### src/rtl/mrkx_pkg.sv
// Package for the MD5 rolling-key XOR cipher.
// Holds the sequencer state type, the core status struct and the MD5 round tables.
// No dependencies.
package mrkx_pkg;

    localparam int unsigned WORD_W    = 32;
    localparam int unsigned ROUND_W   = 6;
    localparam int unsigned ADDR_W    = 3;
    localparam int unsigned LAST_ROUND = 63;

    localparam logic [WORD_W-1:0] MD_A0 = 32'h6745_2301;
    localparam logic [WORD_W-1:0] MD_B0 = 32'hefcd_ab89;
    localparam logic [WORD_W-1:0] MD_C0 = 32'h98ba_dcfe;
    localparam logic [WORD_W-1:0] MD_D0 = 32'h1032_5476;

    // Fixed message words of the padded block for a four-byte message.
    localparam logic [WORD_W-1:0] PAD_MARK = 32'h0000_0080;
    localparam logic [WORD_W-1:0] MSG_BITS = 32'h0000_0020;
    localparam logic [3:0] G_KEY  = 4'd0;
    localparam logic [3:0] G_PAD  = 4'd1;
    localparam logic [3:0] G_LEN  = 4'd14;

    localparam logic [ADDR_W-3:0] REG_INITIAL_KEY = 1'b0;

    typedef enum logic [1:0] {
        ST_IDLE,
        ST_ROUND,
        ST_DONE
    } t_state;

    typedef struct packed {
        logic busy;
        logic done;
    } t_core_status;

    function automatic logic [WORD_W-1:0] md_k(input logic [ROUND_W-1:0] i);
        logic [WORD_W-1:0] k;
        unique case (i)
            6'd0:  k = 32'hd76aa478;  6'd1:  k = 32'he8c7b756;
            6'd2:  k = 32'h242070db;  6'd3:  k = 32'hc1bdceee;
            6'd4:  k = 32'hf57c0faf;  6'd5:  k = 32'h4787c62a;
            6'd6:  k = 32'ha8304613;  6'd7:  k = 32'hfd469501;
            6'd8:  k = 32'h698098d8;  6'd9:  k = 32'h8b44f7af;
            6'd10: k = 32'hffff5bb1;  6'd11: k = 32'h895cd7be;
            6'd12: k = 32'h6b901122;  6'd13: k = 32'hfd987193;
            6'd14: k = 32'ha679438e;  6'd15: k = 32'h49b40821;
            6'd16: k = 32'hf61e2562;  6'd17: k = 32'hc040b340;
            6'd18: k = 32'h265e5a51;  6'd19: k = 32'he9b6c7aa;
            6'd20: k = 32'hd62f105d;  6'd21: k = 32'h02441453;
            6'd22: k = 32'hd8a1e681;  6'd23: k = 32'he7d3fbc8;
            6'd24: k = 32'h21e1cde6;  6'd25: k = 32'hc33707d6;
            6'd26: k = 32'hf4d50d87;  6'd27: k = 32'h455a14ed;
            6'd28: k = 32'ha9e3e905;  6'd29: k = 32'hfcefa3f8;
            6'd30: k = 32'h676f02d9;  6'd31: k = 32'h8d2a4c8a;
            6'd32: k = 32'hfffa3942;  6'd33: k = 32'h8771f681;
            6'd34: k = 32'h6d9d6122;  6'd35: k = 32'hfde5380c;
            6'd36: k = 32'ha4beea44;  6'd37: k = 32'h4bdecfa9;
            6'd38: k = 32'hf6bb4b60;  6'd39: k = 32'hbebfbc70;
            6'd40: k = 32'h289b7ec6;  6'd41: k = 32'heaa127fa;
            6'd42: k = 32'hd4ef3085;  6'd43: k = 32'h04881d05;
            6'd44: k = 32'hd9d4d039;  6'd45: k = 32'he6db99e5;
            6'd46: k = 32'h1fa27cf8;  6'd47: k = 32'hc4ac5665;
            6'd48: k = 32'hf4292244;  6'd49: k = 32'h432aff97;
            6'd50: k = 32'hab9423a7;  6'd51: k = 32'hfc93a039;
            6'd52: k = 32'h655b59c3;  6'd53: k = 32'h8f0ccc92;
            6'd54: k = 32'hffeff47d;  6'd55: k = 32'h85845dd1;
            6'd56: k = 32'h6fa87e4f;  6'd57: k = 32'hfe2ce6e0;
            6'd58: k = 32'ha3014314;  6'd59: k = 32'h4e0811a1;
            6'd60: k = 32'hf7537e82;  6'd61: k = 32'hbd3af235;
            6'd62: k = 32'h2ad7d2bb;  6'd63: k = 32'heb86d391;
            default: k = 32'h0;
        endcase
        return k;
    endfunction

    function automatic logic [4:0] md_s(input logic [ROUND_W-1:0] i);
        logic [4:0] s;
        unique case ({i[5:4], i[1:0]})
            4'd0:  s = 5'd7;   4'd1:  s = 5'd12;  4'd2:  s = 5'd17;  4'd3:  s = 5'd22;
            4'd4:  s = 5'd5;   4'd5:  s = 5'd9;   4'd6:  s = 5'd14;  4'd7:  s = 5'd20;
            4'd8:  s = 5'd4;   4'd9:  s = 5'd11;  4'd10: s = 5'd16;  4'd11: s = 5'd23;
            4'd12: s = 5'd6;   4'd13: s = 5'd10;  4'd14: s = 5'd15;  4'd15: s = 5'd21;
            default: s = 5'd0;
        endcase
        return s;
    endfunction

    // Message word index; all products wrap at four bits.
    function automatic logic [3:0] md_g(input logic [ROUND_W-1:0] i);
        logic [3:0] n;
        logic [3:0] g;
        n = i[3:0];
        unique case (i[5:4])
            2'd0: g = n;
            2'd1: g = 4'((n << 2) + n + 4'd1);
            2'd2: g = 4'((n << 1) + n + 4'd5);
            2'd3: g = 4'((n << 3) - n);
            default: g = n;
        endcase
        return g;
    endfunction

endpackage

### src/rtl/mrkx_md5_core.sv
// Iterative MD5 core: one shared round datapath run 64 times under a small sequencer.
// Produces the final chaining word D of MD5 over a four-byte message. Uses mrkx_pkg.
module mrkx_md5_core
    import mrkx_pkg::*;
(
    input  logic                i_clk,
    input  logic                i_rst_n,
    input  logic                i_start,
    input  logic [WORD_W-1:0]   i_key,
    output t_core_status        o_status,
    output logic [WORD_W-1:0]   o_tail
);

    t_state              r_state, n_state;
    logic [ROUND_W-1:0]  r_round;
    logic [WORD_W-1:0]   r_a, r_b, r_c, r_d, r_msg, r_tail;

    logic [WORD_W-1:0]   f_val, m_val, sum, rot;
    logic [3:0]          g_idx;
    logic [4:0]          s_amt;
    logic [2*WORD_W-1:0] rot_wide;

    always_comb begin
        unique case (r_round[5:4])
            2'd0: f_val = (r_b & r_c) | (~r_b & r_d);
            2'd1: f_val = (r_d & r_b) | (~r_d & r_c);
            2'd2: f_val = r_b ^ r_c ^ r_d;
            2'd3: f_val = r_c ^ (r_b | ~r_d);
            default: f_val = '0;
        endcase
        g_idx = md_g(r_round);
        case (g_idx)
            G_KEY:   m_val = r_msg;
            G_PAD:   m_val = PAD_MARK;
            G_LEN:   m_val = MSG_BITS;
            default: m_val = '0;
        endcase
        s_amt    = md_s(r_round);
        sum      = r_a + f_val + md_k(r_round) + m_val;
        // The shift amount is never zero, so the wide shift gives the rotation.
        rot_wide = {sum, sum} >> (6'(WORD_W) - {1'b0, s_amt});
        rot      = rot_wide[WORD_W-1:0];
    end

    always_comb begin
        n_state = r_state;
        unique case (r_state)
            ST_IDLE:  if (i_start) n_state = ST_ROUND;
            ST_ROUND: if (r_round == ROUND_W'(LAST_ROUND)) n_state = ST_DONE;
            ST_DONE:  n_state = ST_IDLE;
            default:  n_state = ST_IDLE;
        endcase
    end

    always_ff @(posedge i_clk) begin
        if (!i_rst_n) begin
            r_state <= ST_IDLE;
            r_round <= '0;
        end else begin
            r_state <= n_state;
            if (r_state == ST_ROUND) begin
                r_round <= r_round + 1'b1;
            end else begin
                r_round <= '0;
            end
        end
    end

    always_ff @(posedge i_clk) begin
        if (r_state == ST_IDLE && i_start) begin
            r_a   <= MD_A0;
            r_b   <= MD_B0;
            r_c   <= MD_C0;
            r_d   <= MD_D0;
            r_msg <= i_key;
        end else if (r_state == ST_ROUND) begin
            r_a <= r_d;
            r_b <= r_b + rot;
            r_c <= r_b;
            r_d <= r_c;
            // After the last round the new D is the current C.
            if (r_round == ROUND_W'(LAST_ROUND)) begin
                r_tail <= MD_D0 + r_c;
            end
        end
    end

    assign o_status.busy = (r_state != ST_IDLE);
    assign o_status.done = (r_state == ST_DONE);
    assign o_tail        = r_tail;

endmodule

### src/rtl/md5_rolling_key_xor_cipher_top.sv
// Top level of the MD5 rolling-key XOR cipher: APB key register, rolling key, output register.
// Instantiates mrkx_md5_core. Uses mrkx_pkg.
//
//  Channel   Direction  Handshake                  Payload
//  input     in         i_in_valid / o_in_stall    i_plain_word, i_first_word
//  output    out        o_out_valid / i_out_stall  o_cipher_word
//  config    in         psel, penable, pwrite      paddr, pwdata, prdata
//
// A request's cipher word shows in the output register on the next cycle. The key
// update then runs 64 MD5 rounds, one per cycle in the shared round datapath, and then
// a finish state; no new request is taken until the update is done.
// A request is also held off while an earlier cipher word is stalled at the output.
// Reset is synchronous; it clears the key register, the rolling key and the control.
module md5_rolling_key_xor_cipher_top
    import mrkx_pkg::*;
(
    input  logic                i_clk,
    input  logic                i_rst_n,
    input  logic                i_in_valid,
    output logic                o_in_stall,
    input  logic [WORD_W-1:0]   i_plain_word,
    input  logic                i_first_word,
    output logic                o_out_valid,
    input  logic                i_out_stall,
    output logic [WORD_W-1:0]   o_cipher_word,
    input  logic                psel,
    input  logic                penable,
    input  logic                pwrite,
    input  logic [ADDR_W-1:0]   paddr,
    input  logic [WORD_W-1:0]   pwdata,
    output logic [WORD_W-1:0]   prdata,
    output logic                pready
);

    logic [WORD_W-1:0] r_initial_key, r_rolling_key, r_cipher;
    logic              r_out_valid;
    logic [WORD_W-1:0] eff_key, core_tail;
    logic              in_accept, ready;
    t_core_status      core_status;

    assign pready = 1'b1;
    assign prdata = (paddr[ADDR_W-1:2] == REG_INITIAL_KEY) ? r_initial_key : '0;

    assign ready      = !core_status.busy && (!r_out_valid || !i_out_stall);
    assign o_in_stall = !ready;
    assign in_accept  = i_in_valid && ready;
    assign eff_key    = i_first_word ? r_initial_key : r_rolling_key;

    always_ff @(posedge i_clk) begin
        if (!i_rst_n) begin
            r_initial_key <= '0;
            r_rolling_key <= '0;
            r_out_valid   <= 1'b0;
        end else begin
            if (psel && penable && pwrite && pready
                && paddr[ADDR_W-1:2] == REG_INITIAL_KEY) begin
                r_initial_key <= pwdata;
            end
            if (in_accept) begin
                r_rolling_key <= eff_key;
            end else if (core_status.done) begin
                r_rolling_key <= r_rolling_key ^ core_tail;
            end
            if (in_accept) begin
                r_out_valid <= 1'b1;
            end else if (!i_out_stall) begin
                r_out_valid <= 1'b0;
            end
        end
    end

    always_ff @(posedge i_clk) begin
        if (in_accept) begin
            r_cipher <= i_plain_word ^ eff_key;
        end
    end

    assign o_out_valid   = r_out_valid;
    assign o_cipher_word = r_cipher;

    mrkx_md5_core u_core (
        .i_clk    (i_clk),
        .i_rst_n  (i_rst_n),
        .i_start  (in_accept),
        .i_key    (eff_key),
        .o_status (core_status),
        .o_tail   (core_tail)
    );

endmodule

### config.mk
export PLATFORM = sky130hd
export DESIGN_NAME = md5_rolling_key_xor_cipher_top
export DESIGN_NICKNAME = d
export VERILOG_FILES = /design/src/rtl/mrkx_pkg.sv /design/src/rtl/mrkx_md5_core.sv /design/src/rtl/md5_rolling_key_xor_cipher_top.sv
export SDC_FILE = /design/constraint.sdc
export NUM_CORES = 1
export LEC_CHECK = 0
export BUFFER_PORTS_ARGS = -buffer_cell sky130_fd_sc_hd__buf_2
export CORE_UTILIZATION = 50
export DETAILED_ROUTE_END_ITERATION = 10
export GPL_ROUTABILITY_DRIVEN = 0
export PLACE_DENSITY = 0.76
export RECOVER_POWER = 100
export SETUP_SLACK_MARGIN = 0.3
export SLEW_MARGIN = 20
export SYNTH_ARGS = -nofsm -noshare
export SYNTH_HDL_FRONTEND = slang
export SYNTH_SLANG_ARGS = --single-unit
### constraint.sdc
create_clock -name i_clk -period 14.2 [get_ports i_clk]
set_clock_uncertainty 0.2 [all_clocks]
set_input_delay 1.42 -clock i_clk [delete_from_list [all_inputs] [get_ports i_clk]]
set_output_delay 1.42 -clock i_clk [all_outputs]
set_load 0.05 [all_outputs]
### Word level (Yosys, flattened, before mapping)

Memory sizes are Yosys's and may differ from the RTL's. A register that Yosys moved wholly into a read port is not among the register bits.
Index checks and enable logic that the tools add are counted.

| storage, ports and cells | value |
|---|---|
| register bits | 297 |
| memory bits (read-only) | 2128 |
| memories kept | 2 |
| input bits | 75 |

Memories:

| name | words | bits a word | rd ports | clocked after memory_dff | write ports | RTL line | text |
|---|---|---|---|---|---|---|---|
| (name not given) | 64 | 32 | 1 | 1 | 0 | mrkx_pkg.sv:38 | `unique case (i)` |
| (name not given) | 16 | 5 | 1 | 1 | 0 | mrkx_pkg.sv:78 | `unique case ({i[5:4], i[1:0]})` |

| cells by class | value |
|---|---|
| reduce and logical (&&, ||, !) cells | 19 |
| shift-type cells | 1 |
| mux-type cells | 14 |
| add/sub/neg operators | 12 |
| bitwise logic cells | 16 |
| equal/unequal tests | 11 |

Operators by type and width:

| cell | number |
|---|---|
| bitwise XOR 32 bit | 5 |
| adder 32 bit | 4 |
| bitwise AND 32 bit | 4 |
| 2-to-1 mux 32 bit | 4 |
| one-hot mux 32 bit (4 select lines) | 1 |
| bitwise OR 32 bit | 3 |
| one-hot mux 32 bit (3 select lines) | 1 |
| inverter 32 bit | 2 |
| right shift 64 x 6 -> 32 bit | 1 |
| adder 29 x 32 -> 32 bit, first input constant | 1 |
| one-hot mux 4 bit (4 select lines) | 1 |
| adder 4 bit | 2 |
| adder 6 x 1 -> 6 bit, second input constant | 1 |
| equality test 2 bit, second input constant | 3 |
| equality test 6 bit, second input constant | 1 |
| logical AND 1 bit | 6 |
| 2-to-1 mux 6 bit | 1 |
| != test 2 x 1 -> 1 bit, second input constant | 3 |
| subtractor 6 x 5 -> 6 bit, first input constant | 1 |
| adder 4 x 1 -> 4 bit, second input constant | 1 |
| adder 4 x 3 -> 4 bit, second input constant | 1 |
| equality test 2 x 1 -> 1 bit, second input constant | 2 |
| equality test 4 x 1 -> 1 bit, second input constant | 1 |
| equality test 4 bit, second input constant | 1 |
| other kinds (13) | 22 |

### Longest topological paths before layout

Gate-level depths: netlist of run 1.

| logic depth | value |
|---|---|
| depth after elaboration | 9 |
| gate-level depth with buffers | 42 |
| gate-level depth less buffers | 41 |

### Modules after synthesis

From an unflattened synthesis of run 1, not the netlist that was laid out.

| unflattened totals | value |
|---|---|
| cells, all modules | 3283 |
| area total of the unflattened synthesis | 25919.9 um^2 |

By module, submodules not included:

| module | instances | cells an instance | sequential area each (um^2) | area each (um^2) |
|---|---|---|---|---|
| mrkx_md5_core | 1 | 2790 | 5385.2 | 21086.5 |
| md5_rolling_key_xor_cipher_top | 1 | 493 | 2262.2 | 4833.4 |

### Least setup slack after synthesis of run 1

No wires, ideal clock.

| timing | value |
|---|---|
| kind | reg2reg |
| start | reg u_core.r_round[0] |
| end | reg u_core.r_b[24] |
| data required time | 13869 ps |
| period minus slack after synthesis | 9815 ps |
| library setup time | 131 ps |
| setup slack | 4385 ps |
| cell stages (with the launch flop) | 42 |
| path buffers | 4 |
| arrival | 9484 ps |
| cell sequence | dfxtp_1 ha_1 clkbuf_1 inv_1 fa_1 xnor2_1 xnor2_1 a211oi_1 nor3_1 nor4_1 clkbuf_1 clkbuf_1 nand2_1 fa_1 fa_1 inv_1 ha_1 clkbuf_1 (+6 left out) nor2_2 mux2_2 mux4_2 a21oi_1 o21ai_1 ha_1 fa_1 a21o_1 a21oi_1 o21bai_1 a2111o_1 a21oi_1 o21ai_0 a21o_1 a31o_2 a31oi_1 xor2_1 o21ai_0 |

| on the way | value |
|---|---|
| word-level cells in the longest chain between the ends | 8 |

Ends and longest elaborated chain:

| item | RTL line | text |
|---|---|---|
| from (decl) | mrkx_md5_core.sv:15 | `logic [ROUND_W-1:0] r_round;` |
| from (signal assigned) | mrkx_md5_core.sv:62 | `r_round <= r_round + 1'b1;` |
| adder 4 bit, on equally long branches | mrkx_pkg.sv:96, mrkx_pkg.sv:95 |  |
| adder 4 x 3 -> 4 bit or adder 4 x 1 -> 4 bit (tied branches) | mrkx_pkg.sv:96, mrkx_pkg.sv:95 |  |
| one-hot mux 4 bit (4 select lines) * | mrkx_pkg.sv:93 | `unique case (i[5:4])` |
| equality test 4 bit, or another cell as far along | mrkx_md5_core.sv:32 | `case (g_idx)` |
| one-hot mux 32 bit (3 select lines) * | mrkx_md5_core.sv:32 |  |
| adder 32 bit * | mrkx_md5_core.sv:39 | `sum = r_a + f_val + md_k(r_round) + m_val;` |
| right shift 64 x 6 -> 32 bit * | mrkx_md5_core.sv:41 | `rot_wide = {sum, sum} >> (6'(WORD_W) - {1'b0, s_amt});` |
| adder 32 bit * | mrkx_md5_core.sv:78 | `r_b <= r_b + rot;` |
| to (signal assigned) | mrkx_md5_core.sv:78 |  |
| to (decl) | mrkx_md5_core.sv:16 | `logic [WORD_W-1:0] r_a, r_b, r_c, r_d, r_msg, r_tail;` |

Every way passes the cells marked *; elsewhere a longest branch is shown, timed or not.
A chain may end at the register's enable or synchronous reset.

### Worst setup path after layout of run 1

| timing | value |
|---|---|
| start | reg u_core.r_round[5] |
| end | reg u_core.r_b[29] |

| on the way | value |
|---|---|
| word-level cells in the longest chain between the ends | 7 |

Ends and longest elaborated chain:

| item | RTL line |
|---|---|
| equality test 2 bit, or another cell as far along | mrkx_pkg.sv:93, mrkx_md5_core.sv:24 |
| one-hot mux 32 bit (4 select lines) or one-hot mux 4 bit (4 select lines) (tied branches) | mrkx_md5_core.sv:24, mrkx_pkg.sv:93 |
| adder 32 bit, or another cell as far along | mrkx_md5_core.sv:39 |
| adder 32 bit or one-hot mux 32 bit (3 select lines) (tied branches) | mrkx_md5_core.sv:39, mrkx_md5_core.sv:32 |
| adder 32 bit * | mrkx_md5_core.sv:39 |
| right shift 64 x 6 -> 32 bit * | mrkx_md5_core.sv:41 |
| adder 32 bit * | mrkx_md5_core.sv:78 |

Marked as above.

==> results of run 1 <==
## power breakdown
group | internal [mW] | switching (mW) | leakage [nW]
Sequential | 1.12 | 0.181 | 2.87
Clock | 0.558 | 0.419 | 0.600
Combinational | 2.25 | 3.27 | 7.88
## routing by layer
metal | GRT usage | routed length, um | up-vias
met3 | 0.06538 | 7453 | 284
li1 | - | - | 11250
met1 | 0.3863 | 32220 | 11220
met5 | 0 | 12 | -
met4 | 0.1523 | 4541 | 2
met2 | 0.4454 | 33910 | 1255
## area by class of cell
class	count	area share
repair buffers	186	0.03330
clock inverters	12	0.004083
flip-flops and latches	334	0.2774
diodes	1	0.00009074
multi-input cells	2477	0.5955
clock buffers	55	0.03974
well taps	672	0.03049
inverters	142	0.01937
## registers in the layout, indices dropped and copies added (netlist names), 2 cells and up, named ones only
register / count
u_core.r_d: 32
o_cipher_word: 32
u_core.r_round: 6
r_rolling_key: 32
u_core.s_amt: 5
u_core.o_tail: 32
r_initial_key: 32
u_core.r_state: 2
u_core.r_msg: 32
u_core.r_a: 32
u_core.r_b: 32
u_core.r_c: 32
## worst min-delay path, delay by kind of cell (launching register included)
family	cells	cell delay, ns
AOI/OAI and AO/OA	1	0.05
and+or+nand+nor	1	0.05
DFF	1	0.31
## logic make-up after synthesis
kind of cell,after synthesis,synth area share
and+or+nand+nor,1094,0.1876
AOI/OAI and AO/OA,908,0.2316
buffers and inverters,410,0.06048
DFF,334,0.2995
xor gates and xnor gates,222,0.07616
adders and majority gates,152,0.09331
muxes,100,0.05121
other,1,0.0001469
## path summary, 6_finish.rpt
path / startpoint / endpoint / slack, ns / cells after the start
worst min register to register: u_core.r_a[10] / u_core.r_a[10] / 0.26 / 2
worst min-delay path: u_core.r_a[10] / u_core.r_a[10] / 0.26 / 2
worst max-delay path: u_core.r_round[5] / u_core.r_b[29] / 1.75 / 31
worst max register to register: u_core.r_round[5] / u_core.r_b[29] / 1.75 / 31
## metrics by stage
stage	power (mW)	cell area, um^2
after floorplan	5.367	25530
after global placement	6.558	26530
after detailed placement	6.623	26530
after CTS	7.643	27740
after global routing	8.361	27580
final	7.795	27580
## cells in the final DEF (no fill, tap or decap), types with 27 or more instances in the layout
cell,netlist,final
o211ai_1,53,53
nand2_1,604,604
mux2_1,0,33
inv_1,139,138
edfxtp_1,96,96
a21o_1,42,42
buf_2,1,71
nor3_1,58,58
clkbuf_1,225,90
fa_1,64,64
xnor2_1,112,109
o221ai_1,29,29
a21oi_1,281,281
a211oi_1,37,37
nand3_1,84,84
o21ai_0,164,166
a31oi_1,31,31
clkbuf_16,0,39
dfxtp_1,238,237
mux2i_1,35,35
nor2b_1,38,37
o22ai_1,27,27
nor2_1,182,183
o211a_1,36,36
ha_1,88,88
xor2_1,110,106
buf_4,1,35
a21boi_0,36,36
==> summary.txt, run 1 <==
Tmin final -> 12.45 ns
Max FO, Critical Path -> 51
Non-filler cells, final -> 3,879
HP Class -> flip-flop to flip-flop
Io pins -> 142
Gr usage total -> 0.2919
Commonest cells in the netlist -> nand2_1, a21oi_1, dfxtp_1, clkbuf_1, nor2_1
Avg Inst Size Synth -> 7.926 um^2
Gr ovfl total -> 0
Area delta synth->final -> 8.018%
CP peak stage delay -> 2.00 ns
DP Cell Count -> 3,811
Hold slack -> 0.2565 ns
Nets@finish -> 3,406
Max clock buf depth -> 3
H-tree depth -> 2
PwrDens -> 282.7 mW/mm^2
CP required -> 14.35 ns
Post-CTS Setup Bufs -> 0
TritonCTS Buffers -> 38
Period Utilization, post-route -> 0.8765
Fin. Hold Viols -> 0
Die span in x -> 228.0 um
Antenna violations before repair -> 1
Slew HR -> -1.302
Yosys top cell area share -> 0.1866
Share of post-route cells with drive strength above 1 -> 0.06831
# fillers -> 4,664
Most frequent cell after synthesis -> nand2_1
Final core utilization -> 0.5486
CP Launch Type -> flip-flop
CTS tree -> yes
Number of global-route vias before repair -> 21.99k
EDFF count, synth -> 96
TritonCTS sink count -> 334
Setup TNS -> 0 ns
First-pass GRT wire length -> 122,000 um
Clock transition at path regs -> 0.06 ns
Leakage -> 11.35 nW
Largest delay share family, worst path -> compound AO/OA/AOI/OAI gates
# hold bufs at CTS -> 0
Drt pass-1 iters -> 8
Synth area leaders -> dfxtp_1, edfxtp_1, nand2_1
Initial DRC count -> 3,304
WL per Instance -> 20.14 um
Slew @ Worst Pin -> 3.453 ns
Synth Register Bits -> 334
Root buffer cell -> clkbuf_16
Largest net degree at the start of global routing -> 76
Sequential fraction of the synthesis area -> 0.2995
Highest Clock Rate -> 0.08034 GHz
IO buf count -> 138
Place WS -> 2.926 ns
Skew-Pair Late Insertion Delay -> 0.58 ns
Worst setup margin -> 1.753 ns
WL final -> 78,140 um
Setup CP Type -> flip-flop to flip-flop
Violated checks -> capacitance limit, slew limit
Syn_nets -> 3,448
Cell Area, Synth -> 0.02553 mm^2
Max Slew Vio Count -> 805
Arr. time, crit path -> 12.60 ns
RSZ-0062 raised after global routing -> false
Final HPWL DP -> 54,380 um
Die area -> 0.05197 mm^2
Cell accounting for the most synthesized area -> dfxtp_1
CP dominant cell by count -> o21ai_0
Cell Rows -> 82
Post-Syn Instances -> 3,221
Core area -> 0.05027 mm^2
Count of cell types in the netlist -> 85
FF+latch area -> 0.007651 mm^2
Via Count -> 24.01k
Resize count post-CTS -> 0
FFs w/ async S/R, synth -> 0
Chip Height -> 228.0 um
Outcome -> finished, violations left
Slowest stage cell, crit path -> clkbuf_1
Antenna viol nets, final -> 0
Synth Flop Type -> dfxtp_1
WP buf/inv -> 2
DRC errors left -> 0
YS warnings -> 0
Setup violators final -> 0
Max Cap Violations -> 17
Peak supply drop -> 205.6 uV
Crit path capture type -> flip-flop
DR vias/cell -> 6.189
Initial Util -> 0.5078
Multi-input gate area -> 0.01642 mm^2
No activity file was read; power rests on OpenSTA's default activity.
==> inputs of run 2 (changes only) <==
--- a/config.mk
+++ b/config.mk
@@ -8,6 +8,9 @@
 export BUFFER_PORTS_ARGS = -buffer_cell sky130_fd_sc_hd__buf_2
-export CORE_UTILIZATION = 50
+export CELL_PAD_IN_SITES_DETAIL_PLACEMENT = 1
+export CELL_PAD_IN_SITES_GLOBAL_PLACEMENT = 1
+export CORE_MARGIN = 4
+export CORE_UTILIZATION = 47
 export DETAILED_ROUTE_END_ITERATION = 10
 export GPL_ROUTABILITY_DRIVEN = 0
-export PLACE_DENSITY = 0.76
+export PLACE_DENSITY = 0.9
 export RECOVER_POWER = 100
==> constraint.sdc (replaced) <==
create_clock -name i_clk -period 14.2 [get_ports i_clk]
set_clock_uncertainty 0.2 [all_clocks]
set_input_delay 2.84 -clock i_clk [delete_from_list [all_inputs] [get_ports i_clk]]
set_output_delay 2.84 -clock i_clk [all_outputs]
set_load 0.05 [all_outputs]
==> run 2 against run 1 <==
  * The flow still finishes with violations (capacitance limit, slew limit)
  * Global-route usage up 7.6 points
  * Sequential share of layout area about the same
  * First-iteration DRC count rose by 7.3%
  * Worst setup slack lost 0.80 ns
  * Non-clock buffer count shrank 4
  * Routed wire length grew 41%
  * Via count increased by 13%
  * Critical path type unchanged
  * Critical endpoint is now u_core.r_b[27]
==> summary.txt, run 2 (synthesis results as in run 1) <==
Outcome -> finished, violations left (unchanged)
Violated checks -> capacitance limit, slew limit (unchanged)
Tmin final -> 13.24 ns (was 12.45 ns)
Most frequent cells in the layout -> nand2_1, a21oi_1, dfxtp_1, nor2_1, o21ai_0 (unchanged)
Worst Hold End -> u_core.r_a[1] (was u_core.r_a[10])
Via Count -> 27.02k (was 24.01k)
Skew-Pair Late Insertion Delay -> 0.59 ns (was 0.58 ns)
Chip Height -> 241.1 um (was 228.0 um)
CP Launch Type -> flip-flop (unchanged)
Die area -> 0.05811 mm^2 (was 0.05197 mm^2)
Leakage -> 11.35 nW (about the same)
Antenna viol nets, final -> 0 (unchanged)
Share of post-route cells with drive strength above 1 -> 0.06771 (was 0.06831)
Fin. Hold Viols -> 0 (unchanged)
Initial Util -> 0.4744 (was 0.5078)
R2R depth -> 37 (was 31)
Initial DRC count -> 3,546 (was 3,304)
CP required -> 14.25 ns (was 14.35 ns)
Die span in x -> 241.1 um (was 228.0 um)
Max Cap Violations -> 15 (was 17)
CP dominant cell by count -> a21oi_1 (was o21ai_0)
WP buf/inv -> 5 (was 2)
Setup violators final -> 0 (unchanged)
CP peak stage delay -> 1.01 ns (was 2.00 ns)
Final HPWL DP -> 69,810 um (was 54,380 um)
Gr usage total -> 0.3676 (was 0.2919)
RR Startpoint -> u_core.r_round[0] (was u_core.r_round[5])
HP Class -> flip-flop to flip-flop (unchanged)
Max FO, Critical Path -> 35 (was 51)
Io pins -> 142 (unchanged)
Slew HR -> -1.595 (was -1.302)
WL per Instance -> 28.20 um (was 20.14 um)
IO buf count -> 138 (unchanged)
Post-CTS Setup Bufs -> 0 (unchanged)
Resize count post-CTS -> 0 (unchanged)
Antenna violations before repair -> 3 (was 1)
Nets@finish -> 3,402 (was 3,406)
Max clock buf depth -> 3 (unchanged)
Core area -> 0.05381 mm^2 (was 0.05027 mm^2)
Gr ovfl total -> 0 (unchanged)
First-pass GRT wire length -> 167,800 um (was 122,000 um)
Max Slew Vio Count -> 710 (was 805)
Most common cell after layout, fill and taps aside -> nand2_1 (unchanged)
Slowest stage cell, crit path -> a2111oi_0 (was clkbuf_1)
H-tree depth -> 2 (unchanged)
Clock transition at path regs -> 0.06 ns (about the same)
CTS tree -> yes (unchanged)
Worst reg-to-reg setup slack -> 0.96 ns (was 1.75 ns)
# hold bufs at CTS -> 0 (unchanged)
Peak supply drop -> 195.2 uV (was 205.6 uV)
TritonCTS sink count -> 334 (unchanged)
WL final -> 110,100 um (was 78,140 um)
Hold Path Depth -> 2 (unchanged)
Largest net degree at the start of global routing -> 85 (was 76)
Root buffer cell -> clkbuf_16 (unchanged)
Worst setup margin -> 0.9567 ns (was 1.753 ns)
RSZ-0062 raised after global routing -> false (unchanged)
Crit path capture type -> flip-flop (unchanged)
Slew @ Worst Pin -> 3.892 ns (was 3.453 ns)
Area delta synth->final -> 8.194% (was 8.018%)
Hold Path Origin -> u_core.r_a[1] (was u_core.r_a[10])
Highest Clock Rate -> 0.07551 GHz (was 0.08034 GHz)
Place WS -> 1.865 ns (was 2.926 ns)
DR vias/cell -> 6.920 (was 6.189)
Number of global-route vias before repair -> 27.79k (was 21.99k)
PwrDens -> 307.1 mW/mm^2 (was 282.7 mW/mm^2)
TritonCTS Buffers -> 38 (unchanged)
R2r endpoint -> u_core.r_b[27] (was u_core.r_b[29])
Setup TNS -> 0 ns (unchanged)
Period Utilization, post-route -> 0.9326 (was 0.8765)
Largest delay share family, worst path -> compound AO/OA/AOI/OAI gates (unchanged)
Setup CP Type -> flip-flop to flip-flop (unchanged)
DRC errors left -> 0 (unchanged)
Cell Rows -> 85 (was 82)
Arr. time, crit path -> 13.29 ns (was 12.60 ns)
Drt pass-1 iters -> 6 (was 8)
-- run 2: cell types whose count changed in the layout (fill, tap and decap cells not counted), sizes merged --
cell    previous run  this run
diode              1         3
buf              106       101
inv              141       139
clkinv            11        15
clkbuf           135       136
bufinv             1         2
-- run 2: how the worst max path moves through the flow --
stage / startpoint / to / slack [ns] / cells after the start
global route: u_core.r_round[0] / u_core.r_b[29] / 0.69 / 37
detailed placement: u_core.r_round[0] / u_core.r_b[29] / 1.86 / 40
global placement: u_core.r_round[0] / u_core.r_b[29] / 2.41 / 37
floorplan: u_core.r_round[0] / u_core.r_b[24] / 4.38 / 41
CTS: u_core.r_round[0] / u_core.r_b[29] / 1.72 / 40
finish: u_core.r_round[0] / u_core.r_b[27] / 0.96 / 37
-- run 2: stage by stage --
step	hold slack [ns]	std cells	cell area, um^2	util	power, mW
global placement	0.2467	3830	26510	0.4926	6.588
detailed placement	0.2560	3830	26510	0.4926	6.947
floorplan	0.2363	3221	25530	-	5.367
finish	0.2768	3904	27620	0.5133	8.482
CTS	0.2732	3900	27750	0.5156	8.212
global route	0.2970	3904	27620	0.5133	8.896
-- run 2: where the power goes --
group / switching [mW] / internal, mW
combinational: 3.85 / 2.28
clock: 0.461 / 0.574
sequential: 0.207 / 1.12
-- run 2: cell type report --
type / count / area [um^2]
clock buffer: 55 / 1086
sequential: 334 / 7651
fill: 6547 / 26190
tap: 696 / 870.8
inverter: 142 / 534.3
timing repair buffer: 182 / 892.1
clock inverter: 15 / 153.9
antenna: 3 / 7.507
multi-input combinational: 2477 / 16430
-- run 2: routing by layer --
layer  wire length (um)  global-route usage  vias up
met2              50960              0.6075     1941
met4               9514              0.2434        2
met3              10850             0.08011      686
li1                   -                   -    11210
met1              38740              0.4311    13170
met5                 11                   0        -
-- run 2: tightest hold or removal path, delay by kind of cell (launching register included) --
family,cells,cell delay [ns]
simple gates,1,0.06
compound gates,1,0.06
flops,1,0.32
